<file path="src/pmr_pkg.sv">
package pmr_pkg;

    // default sizes of the register arrays
    localparam int COMMAND_WORDS_DEF = 32;
    localparam int PIN_BANKS_DEF     = 4;

    // the only access size that is served
    localparam logic [2:0] ACCESS_WORD = 3'd4;

    // register select codes
    typedef logic [4:0] t_sel;
    localparam t_sel SEL_NONE         = 5'd0;
    localparam t_sel SEL_MODE         = 5'd1;
    localparam t_sel SEL_SLEEP_STAT   = 5'd2;
    localparam t_sel SEL_SCRATCH      = 5'd3;
    localparam t_sel SEL_WAKE_EN      = 5'd4;
    localparam t_sel SEL_RISE_EN      = 5'd5;
    localparam t_sel SEL_FALL_EN      = 5'd6;
    localparam t_sel SEL_EDGE_DET     = 5'd7;
    localparam t_sel SEL_GEN_SETUP    = 5'd8;
    localparam t_sel SEL_PIN_LEVEL    = 5'd9;
    localparam t_sel SEL_RESET_CAUSE  = 5'd10;
    localparam t_sel SEL_FAST_WAKE    = 5'd11;
    localparam t_sel SEL_SLEEP_TIMING = 5'd12;
    localparam t_sel SEL_VOLTAGE      = 5'd13;
    localparam t_sel SEL_PWR_IO       = 5'd14;
    localparam t_sel SEL_KEY_EN       = 5'd15;
    localparam t_sel SEL_KEY_STAT     = 5'd16;
    localparam t_sel SEL_CMD          = 5'd17;

    // write masks, newer and older variant
    localparam logic [31:0] MASK_MODE_NEW    = 32'h0000_003f;
    localparam logic [31:0] MASK_MODE_OLD    = 32'h0000_0001;
    localparam logic [31:0] MASK_FULL        = 32'hffff_ffff;
    localparam logic [31:0] MASK_WAKE_NEW    = 32'hdf9f_fe1b;
    localparam logic [31:0] MASK_WAKE_OLD    = 32'hf000_ffff;
    localparam logic [31:0] MASK_EDGE_NEW    = 32'h0100_fe1b;
    localparam logic [31:0] MASK_EDGE_OLD    = 32'h0000_ffff;
    localparam logic [31:0] MASK_GEN_NEW     = 32'h0000_dcd7;
    localparam logic [31:0] MASK_GEN_OLD     = 32'h0000_0007;
    localparam logic [31:0] MASK_PIN_TOP     = 32'h01ff_ffff;
    localparam logic [31:0] MASK_FAST_NEW    = 32'hffd0_0f0c;
    localparam logic [31:0] MASK_FAST_OLD    = 32'h0000_0002;
    localparam logic [31:0] MASK_TIMING      = 32'h0000_0f0c;
    localparam logic [31:0] MASK_VOLTAGE     = 32'h01f0_4fff;
    localparam logic [31:0] MASK_PWR_IO      = 32'h0000_002d;
    localparam logic [31:0] MASK_KEY_EN      = 32'h000f_ffff;
    localparam logic [31:0] MASK_CMD         = 32'h0000_1fff;

    // reset values
    localparam logic [31:0] RST_SLEEP_STAT   = 32'h0000_0020;
    localparam logic [31:0] RST_EDGE_EN      = 32'h0000_0003;
    localparam logic [31:0] RST_RESET_CAUSE  = 32'h0000_0001;
    localparam logic [31:0] RST_FAST_WAKE    = 32'hcc00_0000;

    // decode result handed to the register file
    typedef struct packed {
        logic        err;
        t_sel        sel;
        logic        w1c;
        logic [31:0] mask;
    } t_dec;

endpackage

</file>
<file path="src/pmr_decode.sv">
module pmr_decode #(
    parameter int COMMAND_WORDS = pmr_pkg::COMMAND_WORDS_DEF,
    parameter int PIN_BANKS     = pmr_pkg::PIN_BANKS_DEF
) (
    input  logic          i_newer_variant,
    input  logic [6:0]    i_word_index,
    input  logic [2:0]    i_access_bytes,
    output pmr_pkg::t_dec o_dec
);

    logic       nv;
    logic [1:0] bank;
    logic [4:0] cmd_ofs;

    assign nv      = i_newer_variant;
    assign bank    = i_word_index[1:0];
    assign cmd_ofs = i_word_index[4:0];

    // word map decode with variant gating
    always_comb begin
        o_dec.err  = 1'b0;
        o_dec.sel  = pmr_pkg::SEL_NONE;
        o_dec.w1c  = 1'b0;
        o_dec.mask = pmr_pkg::MASK_FULL;
        case (i_word_index) inside
            7'd0: begin
                o_dec.sel  = pmr_pkg::SEL_MODE;
                o_dec.mask = nv ? pmr_pkg::MASK_MODE_NEW : pmr_pkg::MASK_MODE_OLD;
            end
            7'd1: begin
                o_dec.sel = pmr_pkg::SEL_SLEEP_STAT;
                o_dec.w1c = 1'b1;
            end
            7'd2: o_dec.sel = pmr_pkg::SEL_SCRATCH;
            7'd3: begin
                o_dec.sel  = pmr_pkg::SEL_WAKE_EN;
                o_dec.mask = nv ? pmr_pkg::MASK_WAKE_NEW : pmr_pkg::MASK_WAKE_OLD;
            end
            7'd4: begin
                o_dec.sel  = pmr_pkg::SEL_RISE_EN;
                o_dec.mask = nv ? pmr_pkg::MASK_EDGE_NEW : pmr_pkg::MASK_EDGE_OLD;
            end
            7'd5: begin
                o_dec.sel  = pmr_pkg::SEL_FALL_EN;
                o_dec.mask = nv ? pmr_pkg::MASK_EDGE_NEW : pmr_pkg::MASK_EDGE_OLD;
            end
            7'd6: begin
                o_dec.sel = pmr_pkg::SEL_EDGE_DET;
                o_dec.w1c = 1'b1;
            end
            7'd7: begin
                o_dec.sel  = pmr_pkg::SEL_GEN_SETUP;
                o_dec.mask = nv ? pmr_pkg::MASK_GEN_NEW : pmr_pkg::MASK_GEN_OLD;
            end
            [7'd8:7'd11]: begin
                // top bank only on the newer variant
                if (32'(bank) >= PIN_BANKS || (bank == 2'd3 && !nv)) begin
                    o_dec.err = 1'b1;
                end else begin
                    o_dec.sel  = pmr_pkg::SEL_PIN_LEVEL;
                    o_dec.mask = (bank == 2'd3) ? pmr_pkg::MASK_PIN_TOP : pmr_pkg::MASK_FULL;
                end
            end
            7'd12: begin
                o_dec.sel = pmr_pkg::SEL_RESET_CAUSE;
                o_dec.w1c = 1'b1;
            end
            7'd13: begin
                o_dec.sel  = pmr_pkg::SEL_FAST_WAKE;
                o_dec.mask = nv ? pmr_pkg::MASK_FAST_NEW : pmr_pkg::MASK_FAST_OLD;
            end
            7'd14: begin
                o_dec.err  = !nv;
                o_dec.sel  = pmr_pkg::SEL_SLEEP_TIMING;
                o_dec.mask = pmr_pkg::MASK_TIMING;
            end
            7'd16: begin
                o_dec.err  = !nv;
                o_dec.sel  = pmr_pkg::SEL_VOLTAGE;
                o_dec.mask = pmr_pkg::MASK_VOLTAGE;
            end
            7'd19: begin
                o_dec.err  = !nv;
                o_dec.sel  = pmr_pkg::SEL_PWR_IO;
                o_dec.mask = pmr_pkg::MASK_PWR_IO;
            end
            7'd20: begin
                o_dec.err  = !nv;
                o_dec.sel  = pmr_pkg::SEL_KEY_EN;
                o_dec.mask = pmr_pkg::MASK_KEY_EN;
            end
            7'd21: begin
                o_dec.err = !nv;
                o_dec.sel = pmr_pkg::SEL_KEY_STAT;
                o_dec.w1c = 1'b1;
            end
            [7'd32:7'd63]: begin
                o_dec.err  = !nv || (32'(cmd_ofs) >= COMMAND_WORDS);
                o_dec.sel  = pmr_pkg::SEL_CMD;
                o_dec.mask = pmr_pkg::MASK_CMD;
            end
            default: o_dec.err = 1'b1;
        endcase

        // only word accesses are served
        if (i_access_bytes != pmr_pkg::ACCESS_WORD) begin
            o_dec.err = 1'b1;
        end
        if (o_dec.err) begin
            o_dec.sel = pmr_pkg::SEL_NONE;
        end
    end

endmodule

</file>
<file path="src/pmr_regs.sv">
module pmr_regs #(
    parameter int COMMAND_WORDS = pmr_pkg::COMMAND_WORDS_DEF,
    parameter int PIN_BANKS     = pmr_pkg::PIN_BANKS_DEF
) (
    input  logic          i_clk,
    input  logic          i_rst_n,
    input  logic          i_req_valid,
    input  logic          i_is_write,
    input  logic [6:0]    i_word_index,
    input  logic [31:0]   i_write_data,
    input  pmr_pkg::t_dec i_dec,
    output logic [31:0]   o_read_value
);

    localparam int CMD_IW = (COMMAND_WORDS > 1) ? $clog2(COMMAND_WORDS) : 1;
    localparam int PIN_IW = $clog2(PIN_BANKS);

    logic [5:0]  r_mode;
    logic [31:0] r_sleep_stat;
    logic [31:0] r_scratch;
    logic [31:0] r_wake_en;
    logic [31:0] r_rise_en;
    logic [31:0] r_fall_en;
    logic [31:0] r_edge_det;
    logic [15:0] r_gen_setup;
    logic [31:0] r_pin_level [PIN_BANKS];
    logic [31:0] r_reset_cause;
    logic [31:0] r_fast_wake;
    logic [11:0] r_sleep_timing;
    logic [24:0] r_voltage;
    logic [5:0]  r_pwr_io;
    logic [19:0] r_key_en;
    logic [31:0] r_key_stat;
    logic [12:0] r_cmd [COMMAND_WORDS];

    logic              we;
    logic [31:0]       wd;
    logic [31:0]       clr;
    logic [PIN_IW-1:0] pin_idx;
    logic [CMD_IW-1:0] cmd_idx;

    assign we      = i_req_valid && i_is_write && !i_dec.err;
    assign wd      = i_write_data & i_dec.mask;
    // clear mask, only status registers clear on a written one
    assign clr     = i_dec.w1c ? ~i_write_data : '1;
    assign pin_idx = i_word_index[PIN_IW-1:0];
    assign cmd_idx = i_word_index[CMD_IW-1:0];

    // register updates
    always_ff @(posedge i_clk) begin
        if (!i_rst_n) begin
            r_mode         <= '0;
            r_sleep_stat   <= pmr_pkg::RST_SLEEP_STAT;
            r_scratch      <= '0;
            r_wake_en      <= pmr_pkg::RST_EDGE_EN;
            r_rise_en      <= pmr_pkg::RST_EDGE_EN;
            r_fall_en      <= pmr_pkg::RST_EDGE_EN;
            r_edge_det     <= '0;
            r_gen_setup    <= '0;
            r_reset_cause  <= pmr_pkg::RST_RESET_CAUSE;
            r_fast_wake    <= pmr_pkg::RST_FAST_WAKE;
            r_sleep_timing <= '0;
            r_voltage      <= '0;
            r_pwr_io       <= '0;
            r_key_en       <= '0;
            r_key_stat     <= '0;
            for (int b = 0; b < PIN_BANKS; b++) begin
                r_pin_level[b] <= '0;
            end
            for (int c = 0; c < COMMAND_WORDS; c++) begin
                r_cmd[c] <= '0;
            end
        end else if (we) begin
            case (i_dec.sel)
                pmr_pkg::SEL_MODE:         r_mode         <= wd[5:0];
                pmr_pkg::SEL_SLEEP_STAT:   r_sleep_stat   <= r_sleep_stat & clr;
                pmr_pkg::SEL_SCRATCH:      r_scratch      <= wd;
                pmr_pkg::SEL_WAKE_EN:      r_wake_en      <= wd;
                pmr_pkg::SEL_RISE_EN:      r_rise_en      <= wd;
                pmr_pkg::SEL_FALL_EN:      r_fall_en      <= wd;
                pmr_pkg::SEL_EDGE_DET:     r_edge_det     <= r_edge_det & clr;
                pmr_pkg::SEL_GEN_SETUP:    r_gen_setup    <= wd[15:0];
                pmr_pkg::SEL_PIN_LEVEL:    r_pin_level[pin_idx] <= wd;
                pmr_pkg::SEL_RESET_CAUSE:  r_reset_cause  <= r_reset_cause & clr;
                pmr_pkg::SEL_FAST_WAKE:    r_fast_wake    <= wd;
                pmr_pkg::SEL_SLEEP_TIMING: r_sleep_timing <= wd[11:0];
                pmr_pkg::SEL_VOLTAGE:      r_voltage      <= wd[24:0];
                pmr_pkg::SEL_PWR_IO:       r_pwr_io       <= wd[5:0];
                pmr_pkg::SEL_KEY_EN:       r_key_en       <= wd[19:0];
                pmr_pkg::SEL_KEY_STAT:     r_key_stat     <= r_key_stat & clr;
                pmr_pkg::SEL_CMD:          r_cmd[cmd_idx] <= wd[12:0];
                default: ;
            endcase
        end
    end

    // read mux, zero for rejected accesses
    always_comb begin
        case (i_dec.sel)
            pmr_pkg::SEL_MODE:         o_read_value = 32'(r_mode);
            pmr_pkg::SEL_SLEEP_STAT:   o_read_value = r_sleep_stat;
            pmr_pkg::SEL_SCRATCH:      o_read_value = r_scratch;
            pmr_pkg::SEL_WAKE_EN:      o_read_value = r_wake_en;
            pmr_pkg::SEL_RISE_EN:      o_read_value = r_rise_en;
            pmr_pkg::SEL_FALL_EN:      o_read_value = r_fall_en;
            pmr_pkg::SEL_EDGE_DET:     o_read_value = r_edge_det;
            pmr_pkg::SEL_GEN_SETUP:    o_read_value = 32'(r_gen_setup);
            pmr_pkg::SEL_PIN_LEVEL:    o_read_value = r_pin_level[pin_idx];
            pmr_pkg::SEL_RESET_CAUSE:  o_read_value = r_reset_cause;
            pmr_pkg::SEL_FAST_WAKE:    o_read_value = r_fast_wake;
            pmr_pkg::SEL_SLEEP_TIMING: o_read_value = 32'(r_sleep_timing);
            pmr_pkg::SEL_VOLTAGE:      o_read_value = 32'(r_voltage);
            pmr_pkg::SEL_PWR_IO:       o_read_value = 32'(r_pwr_io);
            pmr_pkg::SEL_KEY_EN:       o_read_value = 32'(r_key_en);
            pmr_pkg::SEL_KEY_STAT:     o_read_value = r_key_stat;
            pmr_pkg::SEL_CMD:          o_read_value = 32'(r_cmd[cmd_idx]);
            default:                   o_read_value = '0;
        endcase
    end

endmodule

</file>
<file path="src/power_manager_register_block.sv">
// power manager register block
//
// access channel: drive i_start with i_is_write, i_word_index, i_access_bytes
// and i_write_data; the transaction is taken at a rising edge with i_start high
// and o_busy low. o_busy stays low, so one access can be issued every cycle.
// results: o_done is high for exactly one cycle with o_read_data and
// o_access_error; the receiver cannot stall, so no result is ever held back.
// from accept to o_done an access passes the input register, then decode,
// register update and the result register; throughput is one access per cycle,
// set by the single decode and read mux between the two register stages.
// reads of rejected accesses and all writes return zero data.
// configuration: i_cfg_valid/o_cfg_ready with i_cfg_data selects the newer
// variant; o_cfg_ready is always high, write it only while no access is in
// flight.
// reset (i_rst_n low, synchronous): the register file returns to its defaults,
// the newer variant is selected and no result is pending.
module power_manager_register_block #(
    parameter int COMMAND_WORDS = pmr_pkg::COMMAND_WORDS_DEF,
    parameter int PIN_BANKS     = pmr_pkg::PIN_BANKS_DEF
) (
    input  logic        i_clk,
    input  logic        i_rst_n,
    input  logic        i_start,
    output logic        o_busy,
    input  logic        i_is_write,
    input  logic [6:0]  i_word_index,
    input  logic [2:0]  i_access_bytes,
    input  logic [31:0] i_write_data,
    output logic        o_done,
    output logic [31:0] o_read_data,
    output logic        o_access_error,
    input  logic        i_cfg_valid,
    output logic        o_cfg_ready,
    input  logic        i_cfg_data
);

    logic          r_newer_variant;
    logic          r_req_valid;
    logic          r_is_write;
    logic [6:0]    r_word_index;
    logic [2:0]    r_access_bytes;
    logic [31:0]   r_write_data;
    logic          r_done;
    logic [31:0]   r_read_data;
    logic          r_access_error;
    logic [31:0]   n_read_data;
    logic [31:0]   read_value;
    pmr_pkg::t_dec dec;

    assign o_busy      = 1'b0;
    assign o_cfg_ready = 1'b1;

    // variant configuration register
    always_ff @(posedge i_clk) begin
        if (!i_rst_n) begin
            r_newer_variant <= 1'b1;
        end else if (i_cfg_valid && o_cfg_ready) begin
            r_newer_variant <= i_cfg_data;
        end
    end

    // input register
    always_ff @(posedge i_clk) begin
        if (!i_rst_n) begin
            r_req_valid <= 1'b0;
        end else begin
            r_req_valid <= i_start && !o_busy;
        end
    end

    always_ff @(posedge i_clk) begin
        if (i_start && !o_busy) begin
            r_is_write     <= i_is_write;
            r_word_index   <= i_word_index;
            r_access_bytes <= i_access_bytes;
            r_write_data   <= i_write_data;
        end
    end

    pmr_decode #(
        .COMMAND_WORDS (COMMAND_WORDS),
        .PIN_BANKS     (PIN_BANKS)
    ) u_decode (
        .i_newer_variant (r_newer_variant),
        .i_word_index    (r_word_index),
        .i_access_bytes  (r_access_bytes),
        .o_dec           (dec)
    );

    pmr_regs #(
        .COMMAND_WORDS (COMMAND_WORDS),
        .PIN_BANKS     (PIN_BANKS)
    ) u_regs (
        .i_clk        (i_clk),
        .i_rst_n      (i_rst_n),
        .i_req_valid  (r_req_valid),
        .i_is_write   (r_is_write),
        .i_word_index (r_word_index),
        .i_write_data (r_write_data),
        .i_dec        (dec),
        .o_read_value (read_value)
    );

    // writes and rejected accesses return zero
    assign n_read_data = (r_is_write || dec.err) ? '0 : read_value;

    // result register
    always_ff @(posedge i_clk) begin
        if (!i_rst_n) begin
            r_done <= 1'b0;
        end else begin
            r_done <= r_req_valid;
        end
    end

    always_ff @(posedge i_clk) begin
        if (r_req_valid) begin
            r_read_data    <= n_read_data;
            r_access_error <= dec.err;
        end
    end

    assign o_done         = r_done;
    assign o_read_data    = r_read_data;
    assign o_access_error = r_access_error;

    // every accepted transaction gives one result in the cycle after r_req_valid
    a_result_follows: assert property (@(posedge i_clk) disable iff (!i_rst_n)
        r_req_valid |=> o_done)
        else $error("accepted access gave no result");

    a_no_spurious: assert property (@(posedge i_clk) disable iff (!i_rst_n)
        !r_req_valid |=> !o_done)
        else $error("result without an accepted access");

    // a rejected access never returns data
    a_err_zero: assert property (@(posedge i_clk) disable iff (!i_rst_n)
        (o_done && o_access_error) |-> (o_read_data == 32'd0))
        else $error("rejected access returned data");

    // a write returns zero data
    a_write_zero: assert property (@(posedge i_clk) disable iff (!i_rst_n)
        (r_req_valid && r_is_write) |=> (o_read_data == 32'd0))
        else $error("write returned data");

    // a non-word access is always rejected
    a_bad_size: assert property (@(posedge i_clk) disable iff (!i_rst_n)
        (r_req_valid && r_access_bytes != pmr_pkg::ACCESS_WORD) |=> o_access_error)
        else $error("non-word access accepted");

endmodule
</file>
<file path="config.mk">
export PLATFORM = sky130hd
export DESIGN_NAME = power_manager_register_block
export DESIGN_NICKNAME = d
export VERILOG_FILES = /design/src/pmr_pkg.sv /design/src/pmr_decode.sv /design/src/pmr_regs.sv /design/src/power_manager_register_block.sv
export SDC_FILE = /design/constraint.sdc
export NUM_CORES = 2
export LEC_CHECK = 0
export BUFFER_PORTS_ARGS = -buffer_cell sky130_fd_sc_hd__buf_2
export CAP_MARGIN = 20
export CORE_MARGIN = 5
export CORE_UTILIZATION = 55
export CTS_BUF_LIST = sky130_fd_sc_hd__clkbuf_4
export DETAILED_ROUTE_END_ITERATION = 12
export GPL_TIMING_DRIVEN = 0
export MAX_ROUTING_LAYER = met4
export PLACE_DENSITY = 0.71
export SYNTH_ARGS = -nofsm -noshare
export SYNTH_HDL_FRONTEND = slang
export SYNTH_SLANG_ARGS = --single-unit
</file>
<file path="constraint.sdc">
create_clock -name i_clk -period 5.4 [get_ports i_clk]
set_input_delay 0.54 -clock i_clk [delete_from_list [all_inputs] [get_ports i_clk]]
set_output_delay 0.54 -clock i_clk [all_outputs]
set_load 0.02 [all_outputs]
</file>
==> run summary <==
status -> finished, final reports clean
Setup Skew -> 0.107 ns
most common cell after layout, fill and taps aside -> edfxtp_1
Core Region -> 0.0777 sq mm
area delta synth->final -> 13.0%
warnings from Yosys -> 0
Fmax -> 191 MHz
clk buf depth -> 4
ys async rst share -> 0
Max-slew headroom -> 0.124
hold_buf cts -> 46
chip height -> 290 microns
CP endpoint kind -> register
Die X -> 290 microns
DR DRC count -> 0
crit path cell chain -> nor3b_2 -> o21ai_1 -> a41oi_1 -> buf_2 -> clkbuf_1 -> nor2_1 -> a222oi_1 -> a41oi_1
DR vias/cell -> 6.64
post-route ant nets -> 0
Worst path max stage delay -> 1.02 ns
Iter 0 DRT Violations -> 5552
Mapped Area -> 0.0432 sq mm
crit share post-route -> 0.968
MaxCap Viol Count -> 0
Final Hold Viols -> 0
CTS tree -> built
post-CTS setup buffers -> 0
Starting Density -> 0.556
CP startpoint kind -> register
clk_lat worst skew -> 1.18 ns
final setup fails -> 0
largest net degree at the start of global routing -> 35
Reg clk slew, reported paths -> 0.07 ns
worst reg-to-reg path cell count -> 8
vias in the first global route -> 34524
CP max-delay cell -> clkbuf_1
clock root buffer -> clkbuf_4
Site Rows -> 102
post-synth cell types -> 88
Routed wire per std cell -> 32.3 microns
CTS buffer count -> 282
Mapped Nets -> 3792
sequential share of the synthesized area -> 0.608
synthesized area per cell -> 11.5 sq um
CP Data Required Time -> 6.25 ns
grt total ovfl -> 0
share of post-route cells with drive strength above 1 -> 0.198
highest-count cells in the layout ignoring fill and taps -> edfxtp_1, nand2_1, nor2_1
Power Dens Cells -> 342 mW/mm^2
post-CTS sizing -> 0
via count -> 35759
Worst Hold Class -> input pin to register
cell repeated most along the worst path -> a41oi_1
Routability Congestion -> 1.07
Routed WL -> 174000 microns
worst vdd ir -> 0.270 mV
# clock sinks -> 1001
Core Util, Final -> 0.628
hpwl dp -> 123000 microns
worst hold slack -> 0.0843 ns
Die ar. -> 0.0842 sq mm
PortBufs -> 80
Post-synth EDFFs -> 620
Post-synth top flop -> edfxtp_1
register bit total from synthesis -> 1001
H-tree levels -> 5
gr usage total -> 0.415
unrepaired setup endpoints after global routing -> no
TNS Setup -> 0 ns
Post-Synthesis Cells -> 3744
CP max FO -> 10
first-pass GRT wire length -> 245000 microns
max-slew violation count -> 0
Final Power -> 0.0167 W
worst slew pin tran -> 1.31 ns
critical path type -> register to register
Pre-antenna DRT Iters -> 8
P_leak -> 17.9 nW
Filler cells -> 6309
crit path time final -> 5.23 ns
Ports -> 84
Hold Crit Depth -> 2
data arrival time of the worst path -> 6.08 ns
fin nets -> 4217
initial antenna violation count -> 11
[cell usage after synthesis, types with 18 or more instances]
master,n,share of area
edfxtp_1,620,0.43
nand2_1,591,0.051
nor2_1,540,0.047
dfxtp_1,381,0.18
clkbuf_1,157,0.014
buf_2,149,0.017
a21boi_0,133,0.023
mux4_2,126,0.066
a21oi_1,104,0.012
a31oi_1,92,0.013
mux2i_1,92,0.021
and3_1,87,0.013
nor3_1,69,0.0080
nor2b_1,59,0.0085
a22oi_1,45,0.0078
and2_1,45,0.0065
a222oi_1,35,0.0081
nand3_1,32,0.0037
o21ai_0,26,0.0030
o2bb2ai_1,22,0.0045
a211oi_1,21,0.0036
inv_1,21,0.0018
a22o_1,18,0.0036
o211ai_1,18,0.0031
[power breakdown]
group          switching [W]  leakage (nW)  internal, W
clock network        0.00320          1.95      0.00339
registers           0.000115          9.34      0.00829
logic                0.00122          6.60     0.000458
[logic make-up after synthesis]
kind of cell / after synthesis / share of synthesized area
buf+inv: 347 / 0.0352
mux: 235 / 0.0914
other cells: 2 / 0.000174
flops: 1001 / 0.608
simple gates: 1507 / 0.154
compound gates: 650 / 0.111
xor+xnor: 2 / 0.000406
[metrics by stage]
step	cells	worst slack [ns]	instance area (sq um)
after floorplan	3744	0.440	43200
after global placement	4864	-2.22	44900
after detailed placement	4877	0.490	45100
after CTS	5373	0.452	48800
after global routing	5382	0.286	48800
final	5385	0.170	48800
[worst max-delay path, delay by kind of cell, from the launching register on]
| family | cells | cell delay, ns |
|---|---|---|
| AOI/OAI and AO/OA | 4 | 1.99 |
| buffers and inverters | 2 | 1.60 |
| and+or+nand+nor | 2 | 0.82 |
| DFF | 1 | 0.49 |
[path summary, 6_finish.rpt]
check	start	endpoint	slack [ns]
worst min register to register	u_regs.r_reset_cause[23]	u_regs.r_reset_cause[23]	0.43
worst max-delay path	r_word_index[3]	o_read_data[16]	0.17
worst min-delay path	i_write_data[0]	r_write_data[0]	0.08
worst max register to register	r_word_index[3]	o_read_data[16]	0.17
[per-layer routing]
| layer | global-route usage | share of wire | vias up |
|---|---|---|---|
| li1 | - | - | 14646 |
| met1 | 0.491 | 0.34 | 17152 |
| met2 | 0.610 | 0.44 | 3060 |
| met3 | 0.100 | 0.12 | 901 |
| met4 | 0.328 | 0.10 | 0 |
| met5 | - | 0 | - |
[registers in the layout, summed over array words and instances, names as in the netlist, 3 cells and up, named ones only]
signal and flops:
u_regs.r_edge_det 32, u_regs.r_sleep_timing 12, o_read_data 32, r_access_bytes 3, u_regs.r_pin_level 128, u_regs.r_fall_en 32, u_regs.r_key_stat 32, u_regs.r_fast_wake 32
u_regs.r_reset_cause 32, u_regs.r_key_en 20, u_regs.r_scratch 32, u_regs.r_cmd 416, u_regs.r_voltage 25, u_regs.r_sleep_stat 32, u_regs.r_wake_en 32, u_regs.r_mode 6
u_regs.r_gen_setup 16, r_write_data 32, u_regs.r_rise_en 32, r_word_index 7, u_regs.r_pwr_io 6
[cell type report]
type | instances | area [sq um] | area share
antenna | 10 | 25.0 | 0.000513
buffer | 323 | 1430 | 0.0294
clock buffer | 395 | 2970 | 0.0607
clock inverter | 55 | 241 | 0.00495
inverter | 24 | 90.1 | 0.00185
multi-input combinational | 2396 | 15500 | 0.317
sequential | 1001 | 26200 | 0.538
tap | 1040 | 1300 | 0.0267
timing repair buffer | 141 | 1050 | 0.0215
(Power assumes the default switching activity.)
